**config.mk**
```make
export PLATFORM = sky130hd
export DESIGN_NAME = i2c_bus_sample_decoder_flat
export DESIGN_NICKNAME = d
export VERILOG_FILES = /design/src/hdl/i2cd_pkg.sv /design/src/hdl/i2cd_in_if.sv /design/src/hdl/i2cd_out_if.sv /design/src/hdl/i2cd_level.sv /design/src/hdl/i2cd_decode.sv /design/src/hdl/i2c_bus_sample_decoder.sv /design/src/flat_wrapper.sv
export SDC_FILE = /design/constraint.sdc
export NUM_CORES = 1
export LEC_CHECK = 0
export BUFFER_PORTS_ARGS = -buffer_cell sky130_fd_sc_hd__buf_4
export CAP_MARGIN = 10
export CORE_ASPECT_RATIO = 0.5
export CORE_MARGIN = 1
export CORE_UTILIZATION = 57
export CTS_BUF_LIST = sky130_fd_sc_hd__clkbuf_8
export CTS_CLUSTER_SIZE = 28
export DETAILED_ROUTE_END_ITERATION = 12
export PLACE_DENSITY = 0.82
export SLEW_MARGIN = 20
export SYNTH_ARGS = -nofsm -noshare
export SYNTH_HDL_FRONTEND = slang
export SYNTH_SLANG_ARGS = --single-unit
```
**constraint.sdc**
```tcl
create_clock -name clk -period 5.89 [get_ports clk]
set_input_delay 0.2945 -clock clk [delete_from_list [all_inputs] [get_ports clk]]
set_output_delay 0.2945 -clock clk [all_outputs]
set_load 0.05 [all_outputs]
```
**src/hdl/i2cd_pkg.sv**
```systemverilog
// i2cd_pkg: shared widths, codes and beat types for the I2C bus sample decoder.
// No dependencies; every other file refers to it by scoped names.
package i2cd_pkg;

  localparam int SAMPLE_W  = 8;
  localparam int TIME_W    = 32;
  localparam int BYTE_W    = 8;
  localparam int CNT_W     = 4;
  localparam int KIND_W    = 3;
  localparam int CFG_IDX_W = 1;
  localparam int CFG_DATA_W = 8;

  localparam logic [CNT_W-1:0] BYTE_BITS = 4'd8;

  localparam logic [SAMPLE_W-1:0] HIGH_RESET = 8'd192;
  localparam logic [SAMPLE_W-1:0] LOW_RESET  = 8'd64;

  // configuration register indexes
  localparam logic [CFG_IDX_W-1:0] CFG_HIGH = 1'b0;
  localparam logic [CFG_IDX_W-1:0] CFG_LOW  = 1'b1;

  typedef enum logic [KIND_W-1:0] {
    EV_START = 3'd0,
    EV_ADDR  = 3'd1,
    EV_DATA  = 3'd2,
    EV_ACK   = 3'd3,
    EV_NAK   = 3'd4,
    EV_STOP  = 3'd5
  } ev_kind_t;

  // thresholded sample pair, stage 1 to decoder
  typedef struct packed {
    logic              sda;
    logic              scl;
    logic [TIME_W-1:0] sample_time;
  } level_beat_t;

  // one decoded bus event
  typedef struct packed {
    ev_kind_t          kind;
    logic [BYTE_W-1:0] byte_value;
    logic [TIME_W-1:0] start_time;
    logic [TIME_W-1:0] end_time;
  } event_t;

endpackage

```
**src/hdl/i2cd_in_if.sv**
```systemverilog
// i2cd_in_if: valid/ready channel carrying one SDA/SCL sample pair per beat.
// Depends on i2cd_pkg for field widths.
interface i2cd_in_if;
  logic                         valid;
  logic                         ready;
  logic [i2cd_pkg::SAMPLE_W-1:0] sda_sample;
  logic [i2cd_pkg::SAMPLE_W-1:0] scl_sample;
  logic [i2cd_pkg::TIME_W-1:0]   sample_time;

  modport source (output valid, sda_sample, scl_sample, sample_time, input ready);
  modport sink   (input valid, sda_sample, scl_sample, sample_time, output ready);
endinterface

```
**src/hdl/i2cd_out_if.sv**
```systemverilog
// i2cd_out_if: valid/ready channel carrying one decoded bus event per beat.
// Depends on i2cd_pkg for field widths.
interface i2cd_out_if;
  logic                       valid;
  logic                       ready;
  logic [i2cd_pkg::KIND_W-1:0] event_kind;
  logic [i2cd_pkg::BYTE_W-1:0] byte_value;
  logic [i2cd_pkg::TIME_W-1:0] start_time;
  logic [i2cd_pkg::TIME_W-1:0] end_time;

  modport source (output valid, event_kind, byte_value, start_time, end_time, input ready);
  modport sink   (input valid, event_kind, byte_value, start_time, end_time, output ready);
endinterface

```
**src/hdl/i2cd_level.sv**
```systemverilog
// i2cd_level: threshold registers, midpoint compare and the input beat register.
// Depends on i2cd_pkg.
module i2cd_level (
  input  logic                            clk,
  input  logic                            rst_n,
  input  logic                            cfg_we,
  input  logic [i2cd_pkg::CFG_IDX_W-1:0]  cfg_index,
  input  logic [i2cd_pkg::CFG_DATA_W-1:0] cfg_wdata,
  input  logic                            in_valid,
  output logic                            in_ready,
  input  logic [i2cd_pkg::SAMPLE_W-1:0]   sda_sample,
  input  logic [i2cd_pkg::SAMPLE_W-1:0]   scl_sample,
  input  logic [i2cd_pkg::TIME_W-1:0]     sample_time,
  input  logic                            take,
  output logic                            lvl_valid,
  output i2cd_pkg::level_beat_t           lvl_beat
);

  logic [i2cd_pkg::SAMPLE_W-1:0] high_r;
  logic [i2cd_pkg::SAMPLE_W-1:0] low_r;
  logic [i2cd_pkg::SAMPLE_W:0]   sum;
  logic [i2cd_pkg::SAMPLE_W-1:0] mid;
  logic                          valid_r;
  logic                          valid_nxt;
  i2cd_pkg::level_beat_t         beat_r;
  logic                          in_fire;

  // 9-bit sum, floor of half
  assign sum = {1'b0, high_r} + {1'b0, low_r};
  assign mid = sum[i2cd_pkg::SAMPLE_W:1];

  assign in_ready  = !valid_r || take;
  assign in_fire   = in_valid && in_ready;
  assign valid_nxt = in_fire ? 1'b1 : (take ? 1'b0 : valid_r);

  always_ff @(posedge clk) begin
    if (!rst_n) begin
      high_r  <= i2cd_pkg::HIGH_RESET;
      low_r   <= i2cd_pkg::LOW_RESET;
      valid_r <= 1'b0;
    end else begin
      valid_r <= valid_nxt;
      if (cfg_we && cfg_index == i2cd_pkg::CFG_HIGH) begin
        high_r <= cfg_wdata;
      end
      if (cfg_we && cfg_index == i2cd_pkg::CFG_LOW) begin
        low_r <= cfg_wdata;
      end
    end
  end

  always_ff @(posedge clk) begin
    if (in_fire) begin
      beat_r.sda         <= sda_sample > mid;
      beat_r.scl         <= scl_sample > mid;
      beat_r.sample_time <= sample_time;
    end
  end

  assign lvl_valid = valid_r;
  assign lvl_beat  = beat_r;

endmodule

```
**src/hdl/i2cd_decode.sv**
```systemverilog
// i2cd_decode: bus phase tracking, byte assembly and the result register.
// Depends on i2cd_pkg.
module i2cd_decode (
  input  logic                  clk,
  input  logic                  rst_n,
  input  logic                  lvl_valid,
  input  i2cd_pkg::level_beat_t lvl_beat,
  output logic                  take,
  output logic                  ev_valid,
  input  logic                  ev_ready,
  output i2cd_pkg::event_t      ev
);

  typedef enum logic [2:0] {
    PH_IDLE     = 3'd0,
    PH_ADDR     = 3'd1,
    PH_ADDR_ACK = 3'd2,
    PH_DATA     = 3'd3,
    PH_DATA_ACK = 3'd4
  } phase_t;

  phase_t                          phase_r, phase_nxt;
  logic                            prev_sda_r, prev_sda_nxt;
  logic                            prev_scl_r, prev_scl_nxt;
  logic                            have_prev_r, have_prev_nxt;
  logic [i2cd_pkg::BYTE_W-1:0]     shift_r, shift_nxt;
  logic [i2cd_pkg::CNT_W-1:0]      bits_r, bits_nxt;
  logic [i2cd_pkg::TIME_W-1:0]     begin_r, begin_nxt;
  logic                            mark_r, mark_nxt;
  logic                            ev_valid_r, ev_valid_nxt;
  i2cd_pkg::event_t                ev_r, ev_nxt;

  logic                            sda, scl;
  logic [i2cd_pkg::TIME_W-1:0]     t;
  logic                            start_c, stop_c, rise;
  logic [i2cd_pkg::BYTE_W-1:0]     shifted;
  logic [i2cd_pkg::CNT_W-1:0]      bits_inc;
  logic [i2cd_pkg::TIME_W-1:0]     begin_cur;
  logic                            fire;
  i2cd_pkg::event_t                new_ev;

  assign take = lvl_valid && (!ev_valid_r || ev_ready);

  assign sda      = lvl_beat.sda;
  assign scl      = lvl_beat.scl;
  assign t        = lvl_beat.sample_time;
  assign start_c  = prev_sda_r && !sda && scl;
  assign stop_c   = !prev_sda_r && sda && scl;
  assign rise     = !prev_scl_r && scl;
  assign shifted  = {shift_r[i2cd_pkg::BYTE_W-2:0], sda};
  assign bits_inc = bits_r + 1'b1;
  // data byte begins at the first sample after the acknowledge
  assign begin_cur = (phase_r == PH_DATA && mark_r) ? t : begin_r;

  always_comb begin
    phase_nxt     = phase_r;
    prev_sda_nxt  = prev_sda_r;
    prev_scl_nxt  = prev_scl_r;
    have_prev_nxt = have_prev_r;
    shift_nxt     = shift_r;
    bits_nxt      = bits_r;
    begin_nxt     = begin_r;
    mark_nxt      = mark_r;
    fire          = 1'b0;
    new_ev.kind       = i2cd_pkg::EV_START;
    new_ev.byte_value = '0;
    new_ev.start_time = t;
    new_ev.end_time   = t;

    if (take) begin
      prev_sda_nxt  = sda;
      prev_scl_nxt  = scl;
      have_prev_nxt = 1'b1;
      if (have_prev_r) begin
        case (phase_r)
          PH_ADDR, PH_ADDR_ACK, PH_DATA, PH_DATA_ACK: begin
            if (stop_c) begin
              fire        = 1'b1;
              new_ev.kind = i2cd_pkg::EV_STOP;
              phase_nxt   = PH_IDLE;
              shift_nxt   = '0;
              bits_nxt    = '0;
              mark_nxt    = 1'b0;
            end else if (start_c) begin
              // repeated START
              fire        = 1'b1;
              new_ev.kind = i2cd_pkg::EV_START;
              phase_nxt   = PH_ADDR;
              shift_nxt   = '0;
              bits_nxt    = '0;
              begin_nxt   = t;
              mark_nxt    = 1'b0;
            end else begin
              begin_nxt = begin_cur;
              if (phase_r == PH_DATA) begin
                mark_nxt = 1'b0;
              end
              if (rise) begin
                if (phase_r == PH_ADDR || phase_r == PH_DATA) begin
                  shift_nxt = shifted;
                  bits_nxt  = bits_inc;
                  if (bits_inc >= i2cd_pkg::BYTE_BITS) begin
                    fire              = 1'b1;
                    new_ev.kind       = (phase_r == PH_ADDR) ? i2cd_pkg::EV_ADDR
                                                             : i2cd_pkg::EV_DATA;
                    new_ev.byte_value = shifted;
                    new_ev.start_time = begin_cur;
                    phase_nxt         = (phase_r == PH_ADDR) ? PH_ADDR_ACK : PH_DATA_ACK;
                    bits_nxt          = '0;
                  end
                end else begin
                  // ninth clock: acknowledge slot
                  fire        = 1'b1;
                  new_ev.kind = sda ? i2cd_pkg::EV_NAK : i2cd_pkg::EV_ACK;
                  phase_nxt   = PH_DATA;
                  shift_nxt   = '0;
                  bits_nxt    = '0;
                  mark_nxt    = 1'b1;
                end
              end
            end
          end
          default: begin
            // idle, and any stray phase code
            phase_nxt = PH_IDLE;
            if (start_c) begin
              fire        = 1'b1;
              new_ev.kind = i2cd_pkg::EV_START;
              phase_nxt   = PH_ADDR;
              shift_nxt   = '0;
              bits_nxt    = '0;
              begin_nxt   = t;
              mark_nxt    = 1'b0;
            end
          end
        endcase
      end
    end

    if (take) begin
      ev_valid_nxt = fire;
    end else if (ev_ready) begin
      ev_valid_nxt = 1'b0;
    end else begin
      ev_valid_nxt = ev_valid_r;
    end
    ev_nxt = (take && fire) ? new_ev : ev_r;
  end

  always_ff @(posedge clk) begin
    if (!rst_n) begin
      phase_r     <= PH_IDLE;
      prev_sda_r  <= 1'b0;
      prev_scl_r  <= 1'b0;
      have_prev_r <= 1'b0;
      shift_r     <= '0;
      bits_r      <= '0;
      begin_r     <= '0;
      mark_r      <= 1'b0;
      ev_valid_r  <= 1'b0;
    end else begin
      phase_r     <= phase_nxt;
      prev_sda_r  <= prev_sda_nxt;
      prev_scl_r  <= prev_scl_nxt;
      have_prev_r <= have_prev_nxt;
      shift_r     <= shift_nxt;
      bits_r      <= bits_nxt;
      begin_r     <= begin_nxt;
      mark_r      <= mark_nxt;
      ev_valid_r  <= ev_valid_nxt;
    end
    ev_r <= ev_nxt;
  end

  assign ev_valid = ev_valid_r;
  assign ev       = ev_r;

endmodule

```
**src/hdl/i2c_bus_sample_decoder.sv**
```systemverilog
// i2c_bus_sample_decoder: top level of the sampled-line I2C decoder.
// Depends on i2cd_pkg, i2cd_in_if, i2cd_out_if, i2cd_level and i2cd_decode.
//
//  channel  | dir | handshake         | beat payload
//  ---------+-----+-------------------+------------------------------------------
//  in_ch    | in  | valid/ready       | sda_sample, scl_sample, sample_time
//  out_ch   | out | valid/ready       | event_kind, byte_value, start_time, end_time
//  cfg_*    | in  | cfg_we, no stall  | cfg_index (0 high, 1 low), cfg_wdata
//
// One beat a cycle in while in_ch.ready is high; a sample beat passes the input
// register, then the result register, before its event leaves.
// Decode state updates only as a beat moves from the input register into the
// result stage, so a stalled result holds the whole chain in place.
// With the result register full and stalled, one more beat is still taken
// into the input register; in_ch.ready drops only when both are occupied.
// Reset (rst_n low, synchronous) empties both stages, returns the bus to
// idle and reloads thresholds 192 and 64.
module i2c_bus_sample_decoder (
  input  logic                            clk,
  input  logic                            rst_n,
  i2cd_in_if.sink                         in_ch,
  i2cd_out_if.source                      out_ch,
  input  logic                            cfg_we,
  input  logic [i2cd_pkg::CFG_IDX_W-1:0]  cfg_index,
  input  logic [i2cd_pkg::CFG_DATA_W-1:0] cfg_wdata
);

  logic                  take;
  logic                  lvl_valid;
  i2cd_pkg::level_beat_t lvl_beat;
  logic                  ev_valid;
  i2cd_pkg::event_t      ev;

  // thresholding and input register
  i2cd_level u_level (
    .clk         (clk),
    .rst_n       (rst_n),
    .cfg_we      (cfg_we),
    .cfg_index   (cfg_index),
    .cfg_wdata   (cfg_wdata),
    .in_valid    (in_ch.valid),
    .in_ready    (in_ch.ready),
    .sda_sample  (in_ch.sda_sample),
    .scl_sample  (in_ch.scl_sample),
    .sample_time (in_ch.sample_time),
    .take        (take),
    .lvl_valid   (lvl_valid),
    .lvl_beat    (lvl_beat)
  );

  // protocol tracking and result register
  i2cd_decode u_decode (
    .clk       (clk),
    .rst_n     (rst_n),
    .lvl_valid (lvl_valid),
    .lvl_beat  (lvl_beat),
    .take      (take),
    .ev_valid  (ev_valid),
    .ev_ready  (out_ch.ready),
    .ev        (ev)
  );

  assign out_ch.valid      = ev_valid;
  assign out_ch.event_kind = ev.kind;
  assign out_ch.byte_value = ev.byte_value;
  assign out_ch.start_time = ev.start_time;
  assign out_ch.end_time   = ev.end_time;

endmodule

```
**src/flat_wrapper.sv**
```systemverilog
// flat-port wrapper written by rule: the top's interface ports become plain ports
module i2c_bus_sample_decoder_flat 
  (clk, rst_n, cfg_we, cfg_index, cfg_wdata, in_ch_valid, in_ch_sda_sample, in_ch_scl_sample, in_ch_sample_time, in_ch_ready, out_ch_valid, out_ch_event_kind, out_ch_byte_value, out_ch_start_time, out_ch_end_time, out_ch_ready);
  i2cd_in_if in_ch_i ();
  i2cd_out_if out_ch_i ();
  input  logic clk;
  input  logic rst_n;
  input  logic cfg_we;
  input  logic [i2cd_pkg::CFG_IDX_W-1:0] cfg_index;
  input  logic [i2cd_pkg::CFG_DATA_W-1:0] cfg_wdata;
  input wire logic [$bits(in_ch_i.valid)-1:0] in_ch_valid;
  input wire logic [$bits(in_ch_i.sda_sample)-1:0] in_ch_sda_sample;
  input wire logic [$bits(in_ch_i.scl_sample)-1:0] in_ch_scl_sample;
  input wire logic [$bits(in_ch_i.sample_time)-1:0] in_ch_sample_time;
  output wire logic [$bits(in_ch_i.ready)-1:0] in_ch_ready;
  output wire logic [$bits(out_ch_i.valid)-1:0] out_ch_valid;
  output wire logic [$bits(out_ch_i.event_kind)-1:0] out_ch_event_kind;
  output wire logic [$bits(out_ch_i.byte_value)-1:0] out_ch_byte_value;
  output wire logic [$bits(out_ch_i.start_time)-1:0] out_ch_start_time;
  output wire logic [$bits(out_ch_i.end_time)-1:0] out_ch_end_time;
  input wire logic [$bits(out_ch_i.ready)-1:0] out_ch_ready;
  assign in_ch_i.valid = in_ch_valid;
  assign in_ch_i.sda_sample = in_ch_sda_sample;
  assign in_ch_i.scl_sample = in_ch_scl_sample;
  assign in_ch_i.sample_time = in_ch_sample_time;
  assign in_ch_ready = in_ch_i.ready;
  assign out_ch_valid = out_ch_i.valid;
  assign out_ch_event_kind = out_ch_i.event_kind;
  assign out_ch_byte_value = out_ch_i.byte_value;
  assign out_ch_start_time = out_ch_i.start_time;
  assign out_ch_end_time = out_ch_i.end_time;
  assign out_ch_i.ready = out_ch_ready;
  i2c_bus_sample_decoder u_core (.clk(clk), .rst_n(rst_n), .in_ch(in_ch_i), .out_ch(out_ch_i), .cfg_we(cfg_we), .cfg_index(cfg_index), .cfg_wdata(cfg_wdata));
endmodule
```
# == Word level (Yosys, flattened, before mapping) ==
# Index checks and enable logic that the tools add are counted.
# op_classes
order_cmp,3
eq_ne,7
bitwise_logic,7
n_reduce_logical,31
n_addsub,2
mux,59
# op_table
operator,n
2-to-1 mux 32 bit,10
2-to-1 mux 43 bit,1
2-to-1 mux 42 bit,1
2-to-1 mux 7 bit,6
2-to-1 mux 40 bit,1
2-to-1 mux 3 bit,11
2-to-1 mux 4 bit,7
2-to-1 mux 1 bit,21
> comparator 8 bit,2
AND reduction 4 bit,3
logical AND 1 bit,11
adder 8 x 8 -> 9 bit,1
OR reduction 8 bit,1
inverter 1 bit,7
"== test 3 x 2 -> 1 bit, second input constant",2
AND reduction 3 bit,2
nonzero test 2 bit,3
OR reduction 6 bit,1
logical NOT 1 bit,5
"!= test 5 bit, second input constant",1
"adder 4 x 1 -> 4 bit, second input constant",1
">= comparator 4 bit, second input constant",1
"!= test 4 bit, second input constant",1
OR reduction 4 bit,1
other kinds (6),8
# word_totals
ff_bits,177
out_inout_bits,77
inputBits,62
elab_cells,129

# == Logic depth before layout (Yosys ltp) ==
# depth
ltp_word,11
mapped_depth,11
ltp_nobuf,11

# == By module ==
# Synthesis repeated with hierarchy kept, for this count alone.
# unflattened
cells_unflattened,579
hier_area_um2,7528.5
# modules_own_cells
mod,area_per_inst_um2,cells_per_inst,seq_area_each_um2,instances
i2cd_decode,4944.7,357,3273.1,1
i2cd_level,2583.7,222,1361.3,1

# == Worst setup path after synthesis ==
# OpenSTA, ideal clock, no wires.
# synth_timing
path_type,reg2reg
from,"register, netlist name u_core.u_level.lvl_beat[33]"
to,register u_core.u_decode.bits_r[0] (netlist name)
setup_slack_ns,1.089
path_stages_with_launch,8
setup_time_ns,0.118
synth_period_minus_slack_ns,4.801
required_time_ns,5.772
path_buffers,1
arrival_ns,4.683
path_cell_list,edfxtp_1 buf_4 xor2_4 nand2_2 a32o_1 a211oi_2 nand2b_1 nor2_1
# synth_between
elab_chain_len,6
word_cells_on_any_way,11
cone_classes,mux (3); reduce/logical (8)
# synth_rtl
element,line_no,rtl
logical NOT 1 bit,i2cd_decode.sv:47,assign start_c = prev_sda_r && !sda && scl;
logical AND 1 bit (2 in series),i2cd_decode.sv:47,
2-to-1 mux 4 bit,i2cd_decode.sv:84,end else if (start_c) begin
2-to-1 mux 4 bit,i2cd_decode.sv:77,if (stop_c) begin
2-to-1 mux 4 bit,i2cd_decode.sv:75,case (phase_r)
to (signal assigned),i2cd_decode.sv:167,bits_r <= bits_nxt;
to (decl),i2cd_decode.sv:27,"logic [i2cd_pkg::CNT_W-1:0] bits_r, bits_nxt;"
# Several ways; a longest one is shown, not always the timed one.
# A chain may end at the register's enable or synchronous reset.

# == Worst setup path after layout ==
# layout_timing
from,register u_core.u_level.low_r[0] (netlist name)
to,"register, netlist name u_core.u_level.lvl_beat[33]"
# layout_between
elab_chain_len,2
# layout_rtl
element,line_no,rtl
from (decl),i2cd_level.sv:20,logic [i2cd_pkg::SAMPLE_W-1:0] low_r;
from (signal assigned),i2cd_level.sv:39,low_r <= i2cd_pkg::LOW_RESET;
from (signal assigned),i2cd_level.sv:47,low_r <= cfg_wdata;
adder 8 x 8 -> 9 bit,i2cd_level.sv:29,"assign sum = {1'b0, high_r} + {1'b0, low_r};"
> comparator 8 bit,i2cd_level.sv:54,beat_r.sda <= sda_sample > mid;
# No other way between the ends.

==> flow_summary.json <==
{
  "grt_antenna_before_repair": 0,
  "htree_levels": 4,
  "cap_violations": 0,
  "post-cts-setup-buffers": 0,
  "cp.arrival_ps": 3330,
  "slowest_stage": "fa_1",
  "critPathLaunchType": "flip-flop",
  "outcome": "finished, final reports clean",
  "die_w_um": 164,
  "powerDensity_nw_per_um2": 257,
  "hold_class": "input port to flip-flop",
  "hpwl_um": 9850,
  "layout_commonest_cell": "buf_4",
  "num_rows": 29,
  "routedWlPerCell_um": 16.3,
  "max_slew.worst_pin.slew_ps": 940,
  "grt_pass1_wl_um": 23800,
  "critPathMaxStageDelay_ps": 460,
  "drtPass1Iterations": 5,
  "vias": 4866,
  "period_minus_slack_ps": 3130,
  "drtIter0Drc": 358,
  "netlist_area_um2": 7470,
  "place_inst": 842,
  "path_cells": "and2_1, fa_1, a21o_1, a311o_1, a21o_1, a21oi_1, ha_1, nand3_1, mux2i_1, a311oi_1, a31oi_1",
  "fin_skew_ps": 14.7,
  "routabilityCongestion": 0.846,
  "final_cell_mix": "buf_4, edfxtp_1, dfxtp_1",
  "numCtsBuffers": 17,
  "finalHoldViolations": 0,
  "cts_sinks": 177,
  "vdd_drop_max_v": 0.000157,
  "initial_core_util_pct": 58.7,
  "p_leak_nw": 3.91,
  "core_area_um2": 12700,
  "whs_ps": 57.3,
  "grt_max_degree": 40,
  "synth_cells": 552,
  "rsz0062_at_grt": "false",
  "cts.reportedPaths.clkPinSlew_ps": 100,
  "yosysWarningCount": 0,
  "grt.overflow.total": 0,
  "vias_per_cell": 5.37,
  "drive_gt1_share_pct": 30.3,
  "path_buf_inv": 0,
  "yosysUniqueCellTypes": 65,
  "dieArea_um2": 13600,
  "area_growth_pct": 24.8,
  "die_h_um": 83.0,
  "drc": 0,
  "cts_max_path_buffers": 2,
  "critPathMaxFanout": 5,
  "finalSetupViolations": 0,
  "grt_pass1_vias": 4904,
  "cts_tree": "done",
  "synth-edff-count": 109,
  "max-slew-margin-rel_pct": 37.3,
  "end_kind": "flip-flop",
  "num_antenna_cells": 0,
  "fin_crit_sh_pct": 53.2,
  "cts-resized-gates": 0,
  "synthesis.nets": 635,
  "ys_ff_latch": 177,
  "path_common_cell": "a21o_1",
  "portBuffers": 138,
  "cts_root_buf": "clkbuf_8",
  "synthFlopType": "edfxtp_1",
  "setup_tns_ps": 0,
  "wl_um": 14700,
  "syn_avg_cell_area_um2": 13.5,
  "cp_top_family": "compound AO/OA/AOI/OAI gates",
  "async_reset_ff_share_pct": 0,
  "ios": 139,
  "critPathRequiredTime_ps": 6090,
  "drv_slew": 0,
  "nets": 806,
  "yosysSeqAreaShare_pct": 62.0,
  "path_class": "flip-flop to flip-flop",
  "track_usage_pct": 22.9,
  "max_freq_mhz": 319,
  "insertion_delay_ps": 460,
  "instances_no_fill": 906,
  "ant_nets": 0
}
-- worst min-delay path: stages --
cell	delay, ps
buf_4	80
nand2_1	40
nand3_1	70
-- state kept, by name (all words and copies together), names as in the netlist --
| signal | cells |
|---|---|
| u_core.u_decode.phase_r | 3 |
| u_core.u_decode.ev | 75 |
| u_core.u_decode.shift_r | 7 |
| u_core.u_decode.begin_r | 32 |
| u_core.u_level.lvl_beat | 34 |
| u_core.u_decode.bits_r | 4 |
| u_core.u_decode.prev_scl_r | 1 |
| u_core.u_decode.prev_sda_r | 1 |
| u_core.u_decode.ev_valid | 1 |
| u_core.u_level.low_r | 8 |
| u_core.u_decode.mark_r | 1 |
| u_core.u_level.lvl_valid | 1 |
| u_core.u_level.high_r | 8 |
| u_core.u_decode.have_prev_r | 1 |
-- synth_stat cells, drive strengths merged, types with 2 or more instances --
| master | number | area, um2 |
|---|---|---|
| nor2b | 13 | 81.3 |
| xor2 | 6 | 78.8 |
| dfxtp | 68 | 1360 |
| nand4 | 5 | 31.3 |
| a211oi | 3 | 27.5 |
| clkbuf | 11 | 41.3 |
| nor2 | 36 | 138 |
| nand3 | 28 | 153 |
| inv | 6 | 22.5 |
| a21o | 4 | 30.0 |
| nand3b | 2 | 15.0 |
| o21ai | 9 | 56.3 |
| o31ai | 3 | 22.5 |
| buf | 11 | 100 |
| a21oi | 25 | 140 |
| and4 | 2 | 17.5 |
| o21a | 3 | 22.5 |
| a21boi | 15 | 116 |
| a22oi | 2 | 15.0 |
| nand2 | 51 | 196 |
| nor4 | 2 | 27.5 |
| nand2b | 9 | 56.3 |
| and3 | 2 | 12.5 |
| a31oi | 2 | 12.5 |
| xnor2 | 6 | 52.6 |
| mux2 | 32 | 473 |
| a311oi | 2 | 17.5 |
| and2 | 12 | 75.1 |
| edfxtp | 109 | 3270 |
| mux2i | 33 | 330 |
| a221oi | 3 | 43.8 |
| ha | 20 | 250 |
-- final timing paths --
kind	from	to	slack, ps	cells after the start
min	cfg_wdata[7]	u_core.u_level.high_r[7]$_SDFFE_PN1P_	60	3
min reg2reg	u_core.u_level.low_r[3]$_SDFFE_PN0P_	u_core.u_level.low_r[3]$_SDFFE_PN0P_	470	2
max	u_core.u_level.low_r[0]$_SDFFE_PN0P_	u_core.u_level.lvl_beat[33]$_DFFE_PP_	2760	11
max reg2reg	u_core.u_level.low_r[0]$_SDFFE_PN0P_	u_core.u_level.lvl_beat[33]$_DFFE_PP_	2760	11
-- logic make-up after synthesis --
logic type	after synthesis	share of synthesized area, %
AO/OA/AOI/OAI	80	7.78
XOR/XNOR	14	2.38
adder cells (fa/ha/maj)	21	3.62
buffers and inverters	28	2.19
flip-flops	177	62.0
multiplexers	65	10.7
AND/OR/NAND/NOR	167	11.3
-- per-layer routing --
| metal | vias up | share of wire, % | global-route usage (%) |
|---|---|---|---|
| met5 | - | 0 | 0 |
| met4 | 0 | 1.0 | 7.49 |
| met3 | 14 | 4.6 | 4.95 |
| met2 | 145 | 52 | 39.8 |
| met1 | 2349 | 43 | 28.4 |
| li1 | 2358 | - | - |
-- power by group --
group | internal [mW] | switching (mW)
logic | 0.121 | 0.110
registers | 1.35 | 0.0297
clock network | 0.312 | 0.477
total | 1.78 | 0.617
-- timing repair --
| item | in CTS | in global routing |
|---|---|---|
| hold endpoints to repair | 28 | 4 |
| hold buffers | 28 | 4 |
| endpoints found under the setup margin | 0 | 0 |
-- final cells by class --
type,count,area [um2]
sequential,177,4630
inverter,6,22.5
fill,864,3410
multi-input combinational,347,2690
clock inverter,15,150
clock buffer,17,234
tap,170,213
timing repair buffer,174,1390
-- stage by stage --
step	util (%)	power (mW)	cell area, um2	worst slack, ps
3_3_place_gp	67.7	1.61	8620	2880
3_5_place_dp	67.7	1.62	8620	2780
4_1_cts	72.9	2.41	9290	2780
2_1_floorplan	-	1.55	7470	1090
6_report	73.2	2.40	9330	2760
5_1_grt	73.2	2.50	9330	2610
Note: power is estimated with default switching activity, not from simulation.
